==> config.mk <==
export PLATFORM = sky130hd
export DESIGN_NAME = positional_list_engine
export DESIGN_NICKNAME = d
export VERILOG_FILES = /design/src/plc_pkg.sv /design/src/positional_list_engine.sv /design/src/plc_datapath.sv /design/src/plc_ctrl.sv
export SDC_FILE = /design/constraint.sdc
export NUM_CORES = 2
export LEC_CHECK = 0
export BUFFER_PORTS_ARGS = -buffer_cell sky130_fd_sc_hd__buf_2
export CAP_MARGIN = 25
export CELL_PAD_IN_SITES_DETAIL_PLACEMENT = 0
export CELL_PAD_IN_SITES_GLOBAL_PLACEMENT = 2
export CORE_AREA = 2 2 415 458
export DETAILED_ROUTE_END_ITERATION = 10
export DIE_AREA = 0 0 417 460
export GPL_TIMING_DRIVEN = 0
export PLACE_DENSITY_LB_ADDON = 0.2
export SETUP_SLACK_MARGIN = 0.05
export SLEW_MARGIN = 20
export SYNTH_ARGS = -nofsm -noshare
export SYNTH_HDL_FRONTEND = slang
export SYNTH_SLANG_ARGS = --single-unit
==> constraint.sdc <==
create_clock -name i_clk -period 14.8 [get_ports i_clk]
set_input_delay 2.22 -clock i_clk [delete_from_list [all_inputs] [get_ports i_clk]]
set_output_delay 2.22 -clock i_clk [all_outputs]
set_load 0.02 [all_outputs]
==> src/plc_pkg.sv <==
`timescale 1ns / 1ps

package plc_pkg;

    localparam int ACTION_W = 3;
    localparam int POS_W    = 7;
    localparam int VALUE_W  = 32;
    localparam int COUNT_W  = 7;
    localparam int STATUS_W = 2;

    localparam int DEF_CAPACITY    = 64;
    localparam int DEF_ENTRY_WIDTH = 32;

    localparam logic [ACTION_W-1:0] ACT_INSERT   = 3'd0;
    localparam logic [ACTION_W-1:0] ACT_REMOVE   = 3'd1;
    localparam logic [ACTION_W-1:0] ACT_RETRIEVE = 3'd2;
    localparam logic [ACTION_W-1:0] ACT_SEARCH   = 3'd3;
    localparam logic [ACTION_W-1:0] ACT_SWAP     = 3'd4;
    localparam logic [ACTION_W-1:0] ACT_CLEAR    = 3'd5;

    localparam logic [STATUS_W-1:0] ST_OK     = 2'd0;
    localparam logic [STATUS_W-1:0] ST_BADPOS = 2'd1;
    localparam logic [STATUS_W-1:0] ST_FULL   = 2'd2;

    typedef struct packed {
        logic [ACTION_W-1:0] action;
        logic [POS_W-1:0]    position;
        logic [VALUE_W-1:0]  value;
        logic [VALUE_W-1:0]  second_value;
    } t_in_item;

    typedef struct packed {
        logic [VALUE_W-1:0]  read_value;
        logic [POS_W-1:0]    found_position;
        logic                both_found;
        logic [COUNT_W-1:0]  entry_count;
        logic [STATUS_W-1:0] status;
    } t_out_item;

    typedef enum logic [1:0] {
        WS_RD = 2'd0,
        WS_A  = 2'd1,
        WS_B  = 2'd2
    } t_wr_sel;

    typedef enum logic [1:0] {
        CNT_HOLD = 2'd0,
        CNT_INC  = 2'd1,
        CNT_DEC  = 2'd2,
        CNT_CLR  = 2'd3
    } t_cnt_op;

    typedef struct packed {
        logic                load_item;
        logic                rd_en;
        logic                scan_rd;
        logic                scan_clr;
        logic                keep;
        logic                wr_en;
        t_wr_sel             wr_sel;
        t_cnt_op             cnt_op;
        logic                load_out;
        logic                out_rd;
        logic                out_found;
        logic                out_both;
        logic [STATUS_W-1:0] status;
    } t_dp_cmd;

    typedef struct packed {
        logic [ACTION_W-1:0] action;
        logic                ins_ok;
        logic                rd_ok;
        logic                full;
        logic                empty;
        logic                ins_tail;
        logic                rm_tail;
        logic                val_eq;
        logic                hit_a;
        logic                hit_b;
    } t_dp_sts;

endpackage

==> src/positional_list_engine.sv <==
`timescale 1ns / 1ps

// Positional ordered list engine.
// Input channel (i_in_valid / o_in_ready / i_in_item) carries one command item:
// insert, remove, retrieve, search, swap or clear. Every command yields exactly
// one result item on the output channel (o_out_valid / i_out_ready / o_out_item).
// Entries live in a single-port-read, single-port-write store, so shifts and scans
// move one entry per cycle. Insert and remove shift the entries from the given
// position to the tail (none when it is the tail); search and swap scan every
// entry, and a swap writes both values only when both are found. Retrieve, clear,
// error cases and a swap with equal values or an empty list neither shift nor scan.
// One item is processed at a time; a new item is taken as soon as the engine is
// idle, even while the previous result still sits in the output register.
// When the receiver stalls, a finished result waits until the output register is
// free, and the engine takes no new item while it waits.
// Reset empties the list (count zero) and drops any pending result. The store
// itself is not cleared; only entries below the count are ever read.

module positional_list_engine #(
    parameter int CAPACITY    = plc_pkg::DEF_CAPACITY,
    parameter int ENTRY_WIDTH = plc_pkg::DEF_ENTRY_WIDTH
) (
    input  logic               i_clk,
    input  logic               i_rst_n,
    input  logic               i_in_valid,
    output logic               o_in_ready,
    input  plc_pkg::t_in_item  i_in_item,
    output logic               o_out_valid,
    input  logic               i_out_ready,
    output plc_pkg::t_out_item o_out_item
);

    localparam int AW = $clog2(CAPACITY);

    plc_pkg::t_dp_cmd w_cmd;
    plc_pkg::t_dp_sts w_sts;
    logic [AW-1:0]    w_rd_addr;
    logic [AW-1:0]    w_wr_addr;
    logic [AW-1:0]    w_pos_idx;
    logic [AW-1:0]    w_last_idx;
    logic [AW-1:0]    w_idx_a;
    logic [AW-1:0]    w_idx_b;

    plc_ctrl #(
        .CAPACITY (CAPACITY)
    ) u_ctrl (
        .i_clk       (i_clk),
        .i_rst_n     (i_rst_n),
        .i_in_valid  (i_in_valid),
        .o_in_ready  (o_in_ready),
        .i_out_ready (i_out_ready),
        .o_out_valid (o_out_valid),
        .i_sts       (w_sts),
        .i_pos_idx   (w_pos_idx),
        .i_last_idx  (w_last_idx),
        .i_idx_a     (w_idx_a),
        .i_idx_b     (w_idx_b),
        .o_cmd       (w_cmd),
        .o_rd_addr   (w_rd_addr),
        .o_wr_addr   (w_wr_addr)
    );

    plc_datapath #(
        .CAPACITY    (CAPACITY),
        .ENTRY_WIDTH (ENTRY_WIDTH)
    ) u_datapath (
        .i_clk      (i_clk),
        .i_rst_n    (i_rst_n),
        .i_in_item  (i_in_item),
        .i_cmd      (w_cmd),
        .i_rd_addr  (w_rd_addr),
        .i_wr_addr  (w_wr_addr),
        .o_sts      (w_sts),
        .o_pos_idx  (w_pos_idx),
        .o_last_idx (w_last_idx),
        .o_idx_a    (w_idx_a),
        .o_idx_b    (w_idx_b),
        .o_out_item (o_out_item)
    );

endmodule

==> src/plc_datapath.sv <==
`timescale 1ns / 1ps

module plc_datapath #(
    parameter int CAPACITY    = plc_pkg::DEF_CAPACITY,
    parameter int ENTRY_WIDTH = plc_pkg::DEF_ENTRY_WIDTH
) (
    input  logic                         i_clk,
    input  logic                         i_rst_n,
    input  plc_pkg::t_in_item            i_in_item,
    input  plc_pkg::t_dp_cmd             i_cmd,
    input  logic [$clog2(CAPACITY)-1:0]  i_rd_addr,
    input  logic [$clog2(CAPACITY)-1:0]  i_wr_addr,
    output plc_pkg::t_dp_sts             o_sts,
    output logic [$clog2(CAPACITY)-1:0]  o_pos_idx,
    output logic [$clog2(CAPACITY)-1:0]  o_last_idx,
    output logic [$clog2(CAPACITY)-1:0]  o_idx_a,
    output logic [$clog2(CAPACITY)-1:0]  o_idx_b,
    output plc_pkg::t_out_item           o_out_item
);

    localparam int AW    = $clog2(CAPACITY);
    localparam int CNT_W = $clog2(CAPACITY + 1);
    localparam int CMP_W = ((CNT_W > plc_pkg::POS_W) ? CNT_W : plc_pkg::POS_W) + 1;

    logic [ENTRY_WIDTH-1:0] mem [CAPACITY];
    logic [ENTRY_WIDTH-1:0] r_rd_data;
    logic [ENTRY_WIDTH-1:0] r_keep;
    plc_pkg::t_in_item      r_item;
    plc_pkg::t_out_item     r_out;
    logic [CNT_W-1:0]       r_cnt;
    logic [CNT_W-1:0]       n_cnt;
    logic                   r_chk;
    logic                   r_hit_a;
    logic                   r_hit_b;
    logic                   r_first_hit;
    logic [AW-1:0]          r_chk_idx;
    logic [AW-1:0]          r_idx_a;
    logic [AW-1:0]          r_idx_b;
    logic [AW-1:0]          r_first_idx;
    logic [ENTRY_WIDTH-1:0] w_va;
    logic [ENTRY_WIDTH-1:0] w_vb;
    logic [ENTRY_WIDTH-1:0] w_wr_data;
    logic [CMP_W-1:0]       w_pos;
    logic [CMP_W-1:0]       w_cnt;

    assign w_va  = ENTRY_WIDTH'(r_item.value);
    assign w_vb  = ENTRY_WIDTH'(r_item.second_value);
    assign w_pos = CMP_W'(r_item.position);
    assign w_cnt = CMP_W'(r_cnt);

    always_comb begin
        o_sts.action   = r_item.action;
        o_sts.ins_ok   = (w_pos != '0) && (w_pos <= w_cnt + 1'b1);
        o_sts.rd_ok    = (w_pos != '0) && (w_pos <= w_cnt);
        o_sts.full     = (w_cnt == CMP_W'(CAPACITY));
        o_sts.empty    = (r_cnt == '0);
        o_sts.ins_tail = (w_pos == w_cnt + 1'b1);
        o_sts.rm_tail  = (w_pos == w_cnt);
        o_sts.val_eq   = (w_va == w_vb);
        o_sts.hit_a    = r_hit_a;
        o_sts.hit_b    = r_hit_b;
    end

    assign o_pos_idx  = AW'(w_pos - 1'b1);
    assign o_last_idx = AW'(w_cnt - 1'b1);
    assign o_idx_a    = r_idx_a;
    assign o_idx_b    = r_idx_b;
    assign o_out_item = r_out;

    always_comb begin
        case (i_cmd.wr_sel)
            plc_pkg::WS_A: w_wr_data = w_va;
            plc_pkg::WS_B: w_wr_data = w_vb;
            default:       w_wr_data = r_rd_data;
        endcase
    end

    always_comb begin
        case (i_cmd.cnt_op)
            plc_pkg::CNT_INC: n_cnt = r_cnt + 1'b1;
            plc_pkg::CNT_DEC: n_cnt = r_cnt - 1'b1;
            plc_pkg::CNT_CLR: n_cnt = '0;
            default:          n_cnt = r_cnt;
        endcase
    end

    // Entry store: one write port and one registered read port.
    always_ff @(posedge i_clk) begin
        if (i_cmd.wr_en) begin
            mem[i_wr_addr] <= w_wr_data;
        end
        if (i_cmd.rd_en) begin
            r_rd_data <= mem[i_rd_addr];
        end
    end

    always_ff @(posedge i_clk) begin
        if (i_cmd.load_item) begin
            r_item <= i_in_item;
        end
        if (i_cmd.keep) begin
            r_keep <= r_rd_data;
        end
        r_chk_idx <= i_rd_addr;
        if (i_cmd.load_out) begin
            r_out.read_value     <= i_cmd.out_rd ? plc_pkg::VALUE_W'(r_keep) : '0;
            r_out.found_position <= (i_cmd.out_found && r_first_hit)
                                    ? plc_pkg::POS_W'(r_first_idx) + 1'b1 : '0;
            r_out.both_found     <= i_cmd.out_both;
            r_out.entry_count    <= plc_pkg::COUNT_W'(r_cnt);
            r_out.status         <= i_cmd.status;
        end
    end

    always_ff @(posedge i_clk) begin
        if (!i_rst_n) begin
            r_cnt <= '0;
        end else begin
            r_cnt <= n_cnt;
        end
    end

    // Scan trackers: the swap keeps the last match of each value, the search the first.
    always_ff @(posedge i_clk) begin
        if (!i_rst_n) begin
            r_chk       <= 1'b0;
            r_hit_a     <= 1'b0;
            r_hit_b     <= 1'b0;
            r_first_hit <= 1'b0;
        end else begin
            r_chk <= i_cmd.scan_rd;
            if (i_cmd.scan_clr) begin
                r_hit_a     <= 1'b0;
                r_hit_b     <= 1'b0;
                r_first_hit <= 1'b0;
            end else if (r_chk) begin
                if (r_rd_data == w_va) begin
                    r_hit_a <= 1'b1;
                    r_idx_a <= r_chk_idx;
                    if (!r_first_hit) begin
                        r_first_hit <= 1'b1;
                        r_first_idx <= r_chk_idx;
                    end
                end else if (r_rd_data == w_vb) begin
                    r_hit_b <= 1'b1;
                    r_idx_b <= r_chk_idx;
                end
            end
        end
    end

    a_cnt_bound: assert property (@(posedge i_clk) disable iff (!i_rst_n)
        r_cnt <= CNT_W'(CAPACITY))
        else $error("entry count above capacity");

    a_cnt_step: assert property (@(posedge i_clk) disable iff (!i_rst_n)
        ($past(i_rst_n) && (r_cnt != $past(r_cnt))) |->
            ((r_cnt == $past(r_cnt) + 1'b1) || (r_cnt == $past(r_cnt) - 1'b1)
             || (r_cnt == '0)))
        else $error("entry count changed by more than one");

endmodule

==> src/plc_ctrl.sv <==
`timescale 1ns / 1ps

module plc_ctrl #(
    parameter int CAPACITY = plc_pkg::DEF_CAPACITY
) (
    input  logic                         i_clk,
    input  logic                         i_rst_n,
    input  logic                         i_in_valid,
    output logic                         o_in_ready,
    input  logic                         i_out_ready,
    output logic                         o_out_valid,
    input  plc_pkg::t_dp_sts             i_sts,
    input  logic [$clog2(CAPACITY)-1:0]  i_pos_idx,
    input  logic [$clog2(CAPACITY)-1:0]  i_last_idx,
    input  logic [$clog2(CAPACITY)-1:0]  i_idx_a,
    input  logic [$clog2(CAPACITY)-1:0]  i_idx_b,
    output plc_pkg::t_dp_cmd             o_cmd,
    output logic [$clog2(CAPACITY)-1:0]  o_rd_addr,
    output logic [$clog2(CAPACITY)-1:0]  o_wr_addr
);

    localparam int AW = $clog2(CAPACITY);

    typedef enum logic [13:0] {
        S_IDLE     = 14'b00000000000001,
        S_DECODE   = 14'b00000000000010,
        S_UP       = 14'b00000000000100,
        S_UP_LAST  = 14'b00000000001000,
        S_PUT      = 14'b00000000010000,
        S_GET      = 14'b00000000100000,
        S_DN       = 14'b00000001000000,
        S_DN_LAST  = 14'b00000010000000,
        S_SCAN     = 14'b00000100000000,
        S_SCAN_END = 14'b00001000000000,
        S_SWAP_DEC = 14'b00010000000000,
        S_SWA      = 14'b00100000000000,
        S_SWB      = 14'b01000000000000,
        S_DONE     = 14'b10000000000000
    } t_state;

    t_state                        r_state, n_state;
    logic [AW-1:0]                 r_ptr, n_ptr;
    logic [AW-1:0]                 r_wptr, n_wptr;
    logic                          r_pend, n_pend;
    logic                          r_out_vld, n_out_vld;
    logic [plc_pkg::STATUS_W-1:0]  r_status, n_status;
    logic                          r_out_rd, n_out_rd;
    logic                          r_out_found, n_out_found;
    logic                          r_out_both, n_out_both;

    assign o_in_ready  = (r_state == S_IDLE);
    assign o_out_valid = r_out_vld;

    always_comb begin
        n_state     = r_state;
        n_ptr       = r_ptr;
        n_wptr      = r_wptr;
        n_pend      = r_pend;
        n_status    = r_status;
        n_out_rd    = r_out_rd;
        n_out_found = r_out_found;
        n_out_both  = r_out_both;
        o_rd_addr   = r_ptr;
        o_wr_addr   = r_wptr;

        o_cmd           = '0;
        o_cmd.wr_sel    = plc_pkg::WS_RD;
        o_cmd.cnt_op    = plc_pkg::CNT_HOLD;
        o_cmd.out_rd    = r_out_rd;
        o_cmd.out_found = r_out_found;
        o_cmd.out_both  = r_out_both;
        o_cmd.status    = r_status;

        case (r_state)
            S_IDLE: begin
                if (i_in_valid) begin
                    o_cmd.load_item = 1'b1;
                    n_state         = S_DECODE;
                end
            end
            S_DECODE: begin
                n_status    = plc_pkg::ST_OK;
                n_out_rd    = 1'b0;
                n_out_found = 1'b0;
                n_out_both  = 1'b0;
                n_pend      = 1'b0;
                n_state     = S_DONE;
                case (i_sts.action)
                    plc_pkg::ACT_INSERT: begin
                        if (!i_sts.ins_ok) begin
                            n_status = plc_pkg::ST_BADPOS;
                        end else if (i_sts.full) begin
                            n_status = plc_pkg::ST_FULL;
                        end else if (i_sts.ins_tail) begin
                            n_state = S_PUT;
                        end else begin
                            n_ptr   = i_last_idx;
                            n_state = S_UP;
                        end
                    end
                    plc_pkg::ACT_REMOVE, plc_pkg::ACT_RETRIEVE: begin
                        if (!i_sts.rd_ok) begin
                            n_status = plc_pkg::ST_BADPOS;
                        end else begin
                            o_cmd.rd_en = 1'b1;
                            o_rd_addr   = i_pos_idx;
                            n_out_rd    = 1'b1;
                            n_state     = S_GET;
                        end
                    end
                    plc_pkg::ACT_SEARCH: begin
                        o_cmd.scan_clr = 1'b1;
                        n_out_found    = 1'b1;
                        n_ptr          = '0;
                        if (!i_sts.empty) begin
                            n_state = S_SCAN;
                        end
                    end
                    plc_pkg::ACT_SWAP: begin
                        o_cmd.scan_clr = 1'b1;
                        n_ptr          = '0;
                        if (!i_sts.empty && !i_sts.val_eq) begin
                            n_state = S_SCAN;
                        end
                    end
                    plc_pkg::ACT_CLEAR: begin
                        o_cmd.cnt_op = plc_pkg::CNT_CLR;
                    end
                    default: begin
                    end
                endcase
            end
            // Shift toward the tail, highest entry first; each write lands two
            // addresses above the read issued in the same cycle.
            S_UP: begin
                o_cmd.rd_en  = 1'b1;
                o_cmd.wr_en  = r_pend;
                n_wptr       = r_ptr + 1'b1;
                n_pend       = 1'b1;
                if (r_ptr == i_pos_idx) begin
                    n_state = S_UP_LAST;
                end else begin
                    n_ptr = r_ptr - 1'b1;
                end
            end
            S_UP_LAST: begin
                o_cmd.wr_en = 1'b1;
                n_state     = S_PUT;
            end
            S_PUT: begin
                o_cmd.wr_en  = 1'b1;
                o_cmd.wr_sel = plc_pkg::WS_A;
                o_wr_addr    = i_pos_idx;
                o_cmd.cnt_op = plc_pkg::CNT_INC;
                n_state      = S_DONE;
            end
            S_GET: begin
                o_cmd.keep = 1'b1;
                if (i_sts.action == plc_pkg::ACT_RETRIEVE) begin
                    n_state = S_DONE;
                end else if (i_sts.rm_tail) begin
                    o_cmd.cnt_op = plc_pkg::CNT_DEC;
                    n_state      = S_DONE;
                end else begin
                    n_ptr   = i_pos_idx + 1'b1;
                    n_state = S_DN;
                end
            end
            S_DN: begin
                o_cmd.rd_en = 1'b1;
                o_cmd.wr_en = r_pend;
                n_wptr      = r_ptr - 1'b1;
                n_pend      = 1'b1;
                if (r_ptr == i_last_idx) begin
                    n_state = S_DN_LAST;
                end else begin
                    n_ptr = r_ptr + 1'b1;
                end
            end
            S_DN_LAST: begin
                o_cmd.wr_en  = 1'b1;
                o_cmd.cnt_op = plc_pkg::CNT_DEC;
                n_state      = S_DONE;
            end
            S_SCAN: begin
                o_cmd.rd_en   = 1'b1;
                o_cmd.scan_rd = 1'b1;
                if (r_ptr == i_last_idx) begin
                    n_state = S_SCAN_END;
                end else begin
                    n_ptr = r_ptr + 1'b1;
                end
            end
            S_SCAN_END: begin
                n_state = (i_sts.action == plc_pkg::ACT_SWAP) ? S_SWAP_DEC : S_DONE;
            end
            S_SWAP_DEC: begin
                n_state = (i_sts.hit_a && i_sts.hit_b) ? S_SWA : S_DONE;
            end
            S_SWA: begin
                o_cmd.wr_en  = 1'b1;
                o_cmd.wr_sel = plc_pkg::WS_B;
                o_wr_addr    = i_idx_a;
                n_state      = S_SWB;
            end
            S_SWB: begin
                o_cmd.wr_en  = 1'b1;
                o_cmd.wr_sel = plc_pkg::WS_A;
                o_wr_addr    = i_idx_b;
                n_out_both   = 1'b1;
                n_state      = S_DONE;
            end
            S_DONE: begin
                if (!r_out_vld || i_out_ready) begin
                    o_cmd.load_out = 1'b1;
                    n_state        = S_IDLE;
                end
            end
            default: begin
                n_state = S_IDLE;
            end
        endcase

        n_out_vld = o_cmd.load_out || (r_out_vld && !i_out_ready);
    end

    always_ff @(posedge i_clk) begin
        if (!i_rst_n) begin
            r_state   <= S_IDLE;
            r_out_vld <= 1'b0;
            r_pend    <= 1'b0;
        end else begin
            r_state   <= n_state;
            r_out_vld <= n_out_vld;
            r_pend    <= n_pend;
        end
    end

    always_ff @(posedge i_clk) begin
        r_ptr       <= n_ptr;
        r_wptr      <= n_wptr;
        r_status    <= n_status;
        r_out_rd    <= n_out_rd;
        r_out_found <= n_out_found;
        r_out_both  <= n_out_both;
    end

    a_no_rw_clash: assert property (@(posedge i_clk) disable iff (!i_rst_n)
        (o_cmd.wr_en && o_cmd.rd_en) |-> (o_wr_addr != o_rd_addr))
        else $error("store read and written at the same address");

    a_load_free: assert property (@(posedge i_clk) disable iff (!i_rst_n)
        o_cmd.load_out |-> (!r_out_vld || i_out_ready))
        else $error("result loaded over an item not yet taken");

    a_vld_src: assert property (@(posedge i_clk) disable iff (!i_rst_n)
        ($past(i_rst_n) && $rose(r_out_vld)) |-> $past(o_cmd.load_out))
        else $error("output valid raised without a result");

endmodule
==> Yosys cells after proc, flatten, opt, wreduce, memory -nomap -nowiden <==
Memories as Yosys holds them, arrays and structs flattened. A register that Yosys moved wholly into a read port is not among the register bits.
Index checks and enable logic that the tools add are counted.
{ "word_totals": {"in_bits": 78, "output_inout_bits": 51, "mem_bits_rw": 2048, "reg_bits": 222, "memories": 1, "word_cells": 183} }
{ "memory_table": {"columns": ["name", "depth", "width", "rd", "rd_clocked_by_memory_dff", "write_ports", "line_no", "rtl"], "rows": [
  ["u_datapath.mem", 64, 32, 1, 1, 1, "plc_datapath.sv:25", "logic [ENTRY_WIDTH-1:0] mem [CAPACITY];"]
]} }
{ "classes": {"bitwise": 4, "mux": 59, "eq_ne": 45, "n_reduce_logical": 36, "addsub": 9, "magnitude_cmp": 2} }
{ "ops": {"columns": ["operator", "n"], "rows": [
  ["$mux W14", 14],
  ["$pmux W14 S12", 1],
  ["$eq A32 B32 Y1", 3],
  ["$pmux W32 S2", 1],
  ["$mux W6", 10],
  ["$pmux W14 S4", 1],
  ["$pmux W6 S2", 2],
  ["$pmux W6 S4", 1],
  ["$pmux W7 S3", 1],
  ["$pmux W6 S3", 1],
  ["$sub A6 B1 Y6 const B", 3],
  ["$reduce_and A5 Y1", 3],
  ["$eq A14 B1 Y1 const B", 1],
  ["$eq A14 B10 Y1 const B", 1],
  ["$eq A14 B11 Y1 const B", 1],
  ["$eq A14 B12 Y1 const B", 1],
  ["$eq A14 B13 Y1 const B", 1],
  ["$eq A14 B14 Y1 const B", 1],
  ["$eq A14 B2 Y1 const B", 1],
  ["$eq A14 B3 Y1 const B", 1],
  ["$eq A14 B4 Y1 const B", 1],
  ["$eq A14 B5 Y1 const B", 1],
  ["$eq A14 B6 Y1 const B", 1],
  ["$eq A14 B7 Y1 const B", 1],
  ["other kinds (45)", 102]
]} }

==> Logic depth before layout (Yosys ltp) <==
{ "depth": {"word_depth": 7, "mapped_depth": 18} }

==> Modules after synthesis <==
A second synthesis with hierarchy kept.
{ "unflattened": {"hier_cells": 4311, "hier_area_um2": 90043.9} }
{ "modules_own_cells": {"columns": ["module", "cells_each", "area_per_inst_um2", "n_inst"], "rows": [
  ["plc_datapath", 3989, 87410.1, 1],
  ["plc_ctrl", 322, 2633.8, 1]
]} }

==> Worst setup path after synthesis <==
OpenSTA, ideal clock, no wires.
{ "synth_timing": {"path_type": "reg2reg", "start": "register u_ctrl.r_state[13]", "end": "memory u_datapath.mem[0][0] (netlist bit), data pin", "path_slack_ps": 8667, "stages_incl_launch_ff": 11, "period_less_slack_ps": 6133, "arrival_ps": 5431, "path_cell_list": "dfxtp_1 or4_4 nand4b_1 nor3b_1 nand2b_1 clkbuf_1 inv_1 ha_1 clkbuf_1 clkbuf_1 o21ai_0"} }
{ "synth_between": {"elab_chain_cells": 5} }
{ "synth_lines": {"columns": ["item", "line_no", "rtl"], "rows": [
  ["from (decl)", "plc_ctrl.sv:41", "t_state r_state, n_state;"],
  ["from (signal assigned)", "plc_ctrl.sv:233", "r_state <= n_state;"],
  ["$eq A14 B5 Y1 / $eq A14 B13 Y1 (equally long branches)", "plc_ctrl.sv:74", "case (r_state)"],
  ["$reduce_or A2 Y1 (no line)", null, null],
  ["$pmux W2 S2 (*)", "plc_ctrl.sv:74", null],
  ["$eq A2 B2 Y1 / $eq A2 B1 Y1 (equally long branches)", "plc_datapath.sv:71", "case (i_cmd.wr_sel)"],
  ["$pmux W32 S2 (*)", "plc_datapath.sv:71", null],
  ["named net u_datapath.w_wr_data[0]", "plc_datapath.sv:42", "logic [ENTRY_WIDTH-1:0] w_wr_data;"],
  ["to (decl)", "plc_datapath.sv:25", null]
]} }
The timed path passes the listed nets; every way through them passes the cells marked *.

==> Final worst setup path <==
{ "layout_timing": {"start": "register u_datapath.r_item[64] (netlist bit)", "end": "register u_datapath.r_rd_data[10] (read register of u_datapath.mem), data pin"} }
{ "layout_between": {"elab_chain_cells": 5} }
{ "layout_lines": {"columns": ["item", "line_no", "rtl"], "rows": [
  ["from (decl)", "plc_datapath.sv:28", "plc_pkg::t_in_item r_item;"],
  ["from (signal assigned)", "plc_datapath.sv:99", "r_item <= i_in_item;"],
  ["$le A7 B7 Y1 / $reduce_bool A8 Y1 (equally long branches)", "plc_datapath.sv:54", "o_sts.rd_ok = (w_pos != '0) && (w_pos <= w_cnt);"],
  ["$logic_and A1 B1 Y1", "plc_datapath.sv:54", null],
  ["$mux W1 / $mux W6 (equally long branches)", "plc_ctrl.sv:102", "if (!i_sts.rd_ok) begin"],
  ["$mux W1 / $mux W6 (equally long branches)", "plc_ctrl.sv:88", "case (i_sts.action)"],
  ["$pmux W1 S2 / $mux W6 (equally long branches)", "plc_ctrl.sv:74", null],
  ["to (decl)", "plc_datapath.sv:26", "logic [ENTRY_WIDTH-1:0] r_rd_data;"]
]} }
Parallel ways exist; a longest one is shown, timed or not.
A chain may end at the register's enable or synchronous reset.

==> PnR_summary.wiki <==
{| class="wikitable"
! Metric !! Value
|-
| Antenna violations before repair || 27
|-
| Max Freq || 142 MHz
|-
| Clock Path Buffers || 3
|-
| Largest net degree at the start of global routing || 53
|-
| Setup crit end kind || register
|-
| Combined area of all synthesized cells || 91,300 µm²
|-
| Xor and xnor fraction of the mapped netlist area || under 10%
|-
| Average wire per cell in the routed design || 32.5 µm
|-
| Number of vias per cell || 6.14
|-
| Final period demand of the worst path || 7.03 ns
|-
| Final-report max-slew violation count || 0
|-
| Hold bufs inserted after CTS || 0
|-
| Flops & latches, synth || 2,302
|-
| Storage cell area || 68,800 µm²
|-
| Share of the core filled with cells in the final layout || roughly 57%
|-
| Detailed-route wire length on metal 1 || 123,000 µm
|-
| Effective utilization at floorplan || 48.7%
|-
| Pwr Density || 128 nW/µm²
|-
| Area enclosed by the die boundary || 192,000 µm²
|-
| Post-synthesis compound-gate area fraction || 5.75%
|-
| Number of sinks on the clock net || 2,302
|-
| Footprint of the multi-input gates || 21,600 µm²
|-
| Post-synth EDFFs || 2,270
|-
| Number of setup violations in the final report || 0
|-
| Critical Path Source Type || register
|-
| Origin of the worst min-delay path || u_ctrl.r_status[1]$_DFFE_PN_
|-
| RR Endpoint || u_datapath.r_rd_data[10]$_DFFE_PP_
|-
| Site row count || 167
|-
| Via count of the first global-routing pass || 58,000
|-
| Worst Hold Class || reg -> reg
|-
| Remaining antenna violation count || 0
|-
| Final HPWL from detailed placement || 235,000 µm
|-
| Final clock skew || 0.0463 ns
|-
| Slew headroom || 20.2%
|-
| Number of iterations in the first detailed-routing pass || 5
|-
| Post-synthesis sequential area ratio || between 70% and 80%
|-
| Post-synthesis share of cell area spent on full adders, half adders and majority gates || 0.406%
|-
| Unrepaired setup endpoints after global routing || no
|-
| Post-cts gate resize count || 0
|-
| CTS H-tree lvls || 4
|-
| Fill cell count || around 15,000
|-
| Grt ovf || 0
|-
| Clock tree from TritonCTS || built
|-
| Number of warnings reported in the yosys synthesis log || 0
|-
| Total Neg Setup Slack || 0 ns
|-
| Synthesized area per cell || 13.6 µm²
|-
| Classification of the worst setup path || reg -> reg
|-
| Clk_lat worst skew || roughly 0.9 ns
|-
| Overall via count from detail_route || 60,700
|-
| Largest family of logic cells by synthesized area || simple AND/OR/NAND/NOR gates
|-
| Number of distinct standard cells referenced by the synthesized netlist || 67
|-
| Endpoints failing hold || 0
|-
| Basic-gate share of the synthesized area counting and, or, nand and nor cells || 14.0%
|-
| Drt first-iter violations || 8,061
|-
| Result of the run || finished clean
|-
| Die Span X || 417 µm
|-
| Slack of the worst reg-to-reg path || 7.77 ns
|-
| Synthesized netlist net count || 6,799
|-
| Highest signal layer in the routed design || met5
|-
| Multiplexer fraction of the synthesized cell area || 1.17%
|-
| Cell count after synthesis || 6,692
|-
| Final #Nets || 7,338
|-
| Post-synthesis async set-or-reset flop share || 0%
|-
| Count of unresolved DRC violations after routing || 0
|-
| Cell at the root of the clock tree || sky130_fd_sc_hd__clkbuf_16
|-
| Vertical die dimension || 460 µm
|-
| Worst IR Drop VDD || 131 µV
|-
| Worst r2r src || u_datapath.r_item[64]$_DFFE_PP_
|-
| Worst-path clk slew || 0.07 ns
|-
| Global placer's final weighted congestion || 1.00
|-
| Worst EP required || 15.49 ns
|-
| Wire length on met3 || 28,900 µm
|-
| Post-layout instance count excluding filler cells || 9,888
|-
| Main synth FF type || sky130_fd_sc_hd__edfxtp_1
|-
| Post-CTS Setup Repair Bufs || 0
|-
| IO Count || 129
|-
| Fraction of final layout cells with drive strength greater than 1 || between 10% and 20%
|-
| Sink of the worst hold path || u_datapath.o_out_item[1]$_DFFE_PP_
|-
| Number of buffers created by CTS || 228
|-
| WP data arrival || 7.72 ns
|-
| Total wire length after detailed routing || 321,000 µm
|-
| I/O Buffers || 128
|-
| Max_cap viols || 0
|-
| LEAKAGE || 36.1 nW
|-
| Global-route usage over all layers || 33.3%
|-
| Final cycle utilization of the critical path || 47.5%
|-
| Crit Path Max Fanout || 10
|-
| Slew at the pin closest to its max-slew limit || 1.20 ns
|-
| Area grow syn2layout || 17.9%
|-
| Core outline area || 187,000 µm²
|-
| Worst Reg-to-Reg Cells || 16
|-
| Hold-critical path depth || 0
|-
| Met2 wire length || 147,000 µm
|-
| Global-route wire length before repair || approximately 440,000 µm
|-
| Number of cells in the design after placement || 9,449
|}
[state kept, by name, indices dropped and copies added (netlist names), 7 cells and up]
| name | cells |
|---|---|
| u_datapath.r_rd_data | 32 |
| u_ctrl.r_state | 14 |
| u_datapath.w_vb | 32 |
| u_datapath.o_out_item | 49 |
| u_datapath.w_va | 32 |
| u_datapath.r_cnt | 7 |
| u_datapath.r_item | 7 |
| u_datapath.r_keep | 32 |
| u_datapath.mem | 2048 |
[routing by layer]
layer  global-route usage [%]  up-vias
met2                     51.8     3212
met1                     43.9    30800
met4                     20.3       16
met5                        0        -
met3                     5.70      576
li1                         -    26100
[cells by family (layout without fill, tap and decap cells)]
logic type                 Yosys count  count (layout)
buffers and inverters              429            1167
and+or+nand+nor                   2920            2920
xor gates and xnor gates           140             140
DFF                               2302            2302
AOI/OAI and AO/OA                  766             766
adders and majority gates           29              29
other                                0               8
muxes                              106             106
[through the flow]
stage	area (µm²)	hold slack, ns	total power, mW	worst slack (ns)
after floorplan	91300	0.400	7.71	8.67
after global placement	95000	0.407	8.12	1.51
after detailed placement	100000	0.422	8.13	7.96
after CTS	108000	0.441	13.8	7.95
after global routing	108000	0.450	14.1	7.78
final	108000	0.434	13.8	7.77
[cells in the final DEF, fill, tap and decap left out, drive strengths merged, types with 36 or more instances in the layout]
cell and count:
and3 88, nor2 142, clkbuf 506, o21ai 58
mux2i 104, a32oi 89, xor2 106, a21oi 102
a22oi 48, nand3 558, a211oi 55, buf 494
and2 38, o2111ai 39, inv 36, a31oi 265
nand2 1815, clkinv 106, edfxtp 2270, nand4 141
[synthesized netlist by cell type, drive strengths merged, types with 39 or more instances]
library cell / count / area [µm²]
edfxtp: 2270 / 68200
nand2: 1815 / 6810
nand3: 558 / 2790
a31oi: 265 / 1660
clkbuf: 216 / 811
buf: 185 / 912
nor2: 142 / 538
nand4: 141 / 882
xor2: 106 / 928
mux2i: 104 / 1040
a21oi: 102 / 514
a32oi: 89 / 780
and3: 88 / 551
o21ai: 58 / 290
a211oi: 55 / 413
a22oi: 48 / 360
o2111ai: 39 / 342
[final cells by class]
| type | count | area share [%] |
|---|---|---|
| Multi-Input combinational cell | 3961 | 20.0 |
| Buffer | 401 | 1.61 |
| Antenna cell | 8 | 0.0186 |
| Inverter | 28 | 0.0976 |
| Timing Repair Buffer | 309 | 4.61 |
| Sequential cell | 2302 | 63.9 |
| Tap cell | 2450 | 2.85 |
| Clock buffer | 290 | 5.58 |
| Clock inverter | 139 | 1.27 |
[how the worst max path moves through the flow]
| stage | from | slack (ns) | to |
|---|---|---|---|
| finish | u_datapath.r_item[64]$_DFFE_PP_ | 7.77 | u_datapath.r_rd_data[10]$_DFFE_PP_ |
| global route | u_datapath.r_item[64]$_DFFE_PP_ | 7.78 | u_datapath.r_rd_data[7]$_DFFE_PP_ |
| CTS | u_datapath.r_item[64]$_DFFE_PP_ | 7.95 | u_datapath.r_rd_data[10]$_DFFE_PP_ |
| detailed placement | u_datapath.r_item[64]$_DFFE_PP_ | 7.96 | u_datapath.r_rd_data[10]$_DFFE_PP_ |
| global placement | u_ctrl.r_state[2]$_SDFFE_PN0P_ | 1.51 | u_datapath.mem[16][20]$_DFFE_PP_ |
| floorplan | u_ctrl.r_state[13]$_SDFFE_PN0P_ | 8.67 | u_datapath.mem[0][0]$_DFFE_PP_ |
[power breakdown]
group          switching [mW]  leakage (nW)  internal (mW)
sequential             0.0439          20.7           7.12
clock                    2.52          3.60           3.26
combinational           0.646          11.9          0.213
[critical path: stages, from the launching register on]
cell	delay [ns]
sky130_fd_sc_hd__edfxtp_1	0.33
sky130_fd_sc_hd__clkbuf_1	0.57
sky130_fd_sc_hd__inv_1	0.39
sky130_fd_sc_hd__ha_1	0.39
sky130_fd_sc_hd__or3_1	0.46
sky130_fd_sc_hd__o21ai_0	0.24
sky130_fd_sc_hd__nand4_1	0.47
sky130_fd_sc_hd__and2_1	0.34
sky130_fd_sc_hd__inv_2	0.18
sky130_fd_sc_hd__clkbuf_1	0.76
sky130_fd_sc_hd__buf_2	0.52
sky130_fd_sc_hd__buf_1	0.88
sky130_fd_sc_hd__nand2_1	0.12
sky130_fd_sc_hd__nand3_1	0.12
sky130_fd_sc_hd__nand4_1	0.22
sky130_fd_sc_hd__nand3_1	0.49
sky130_fd_sc_hd__a211o_1	0.32
(Power assumes the default switching activity.)
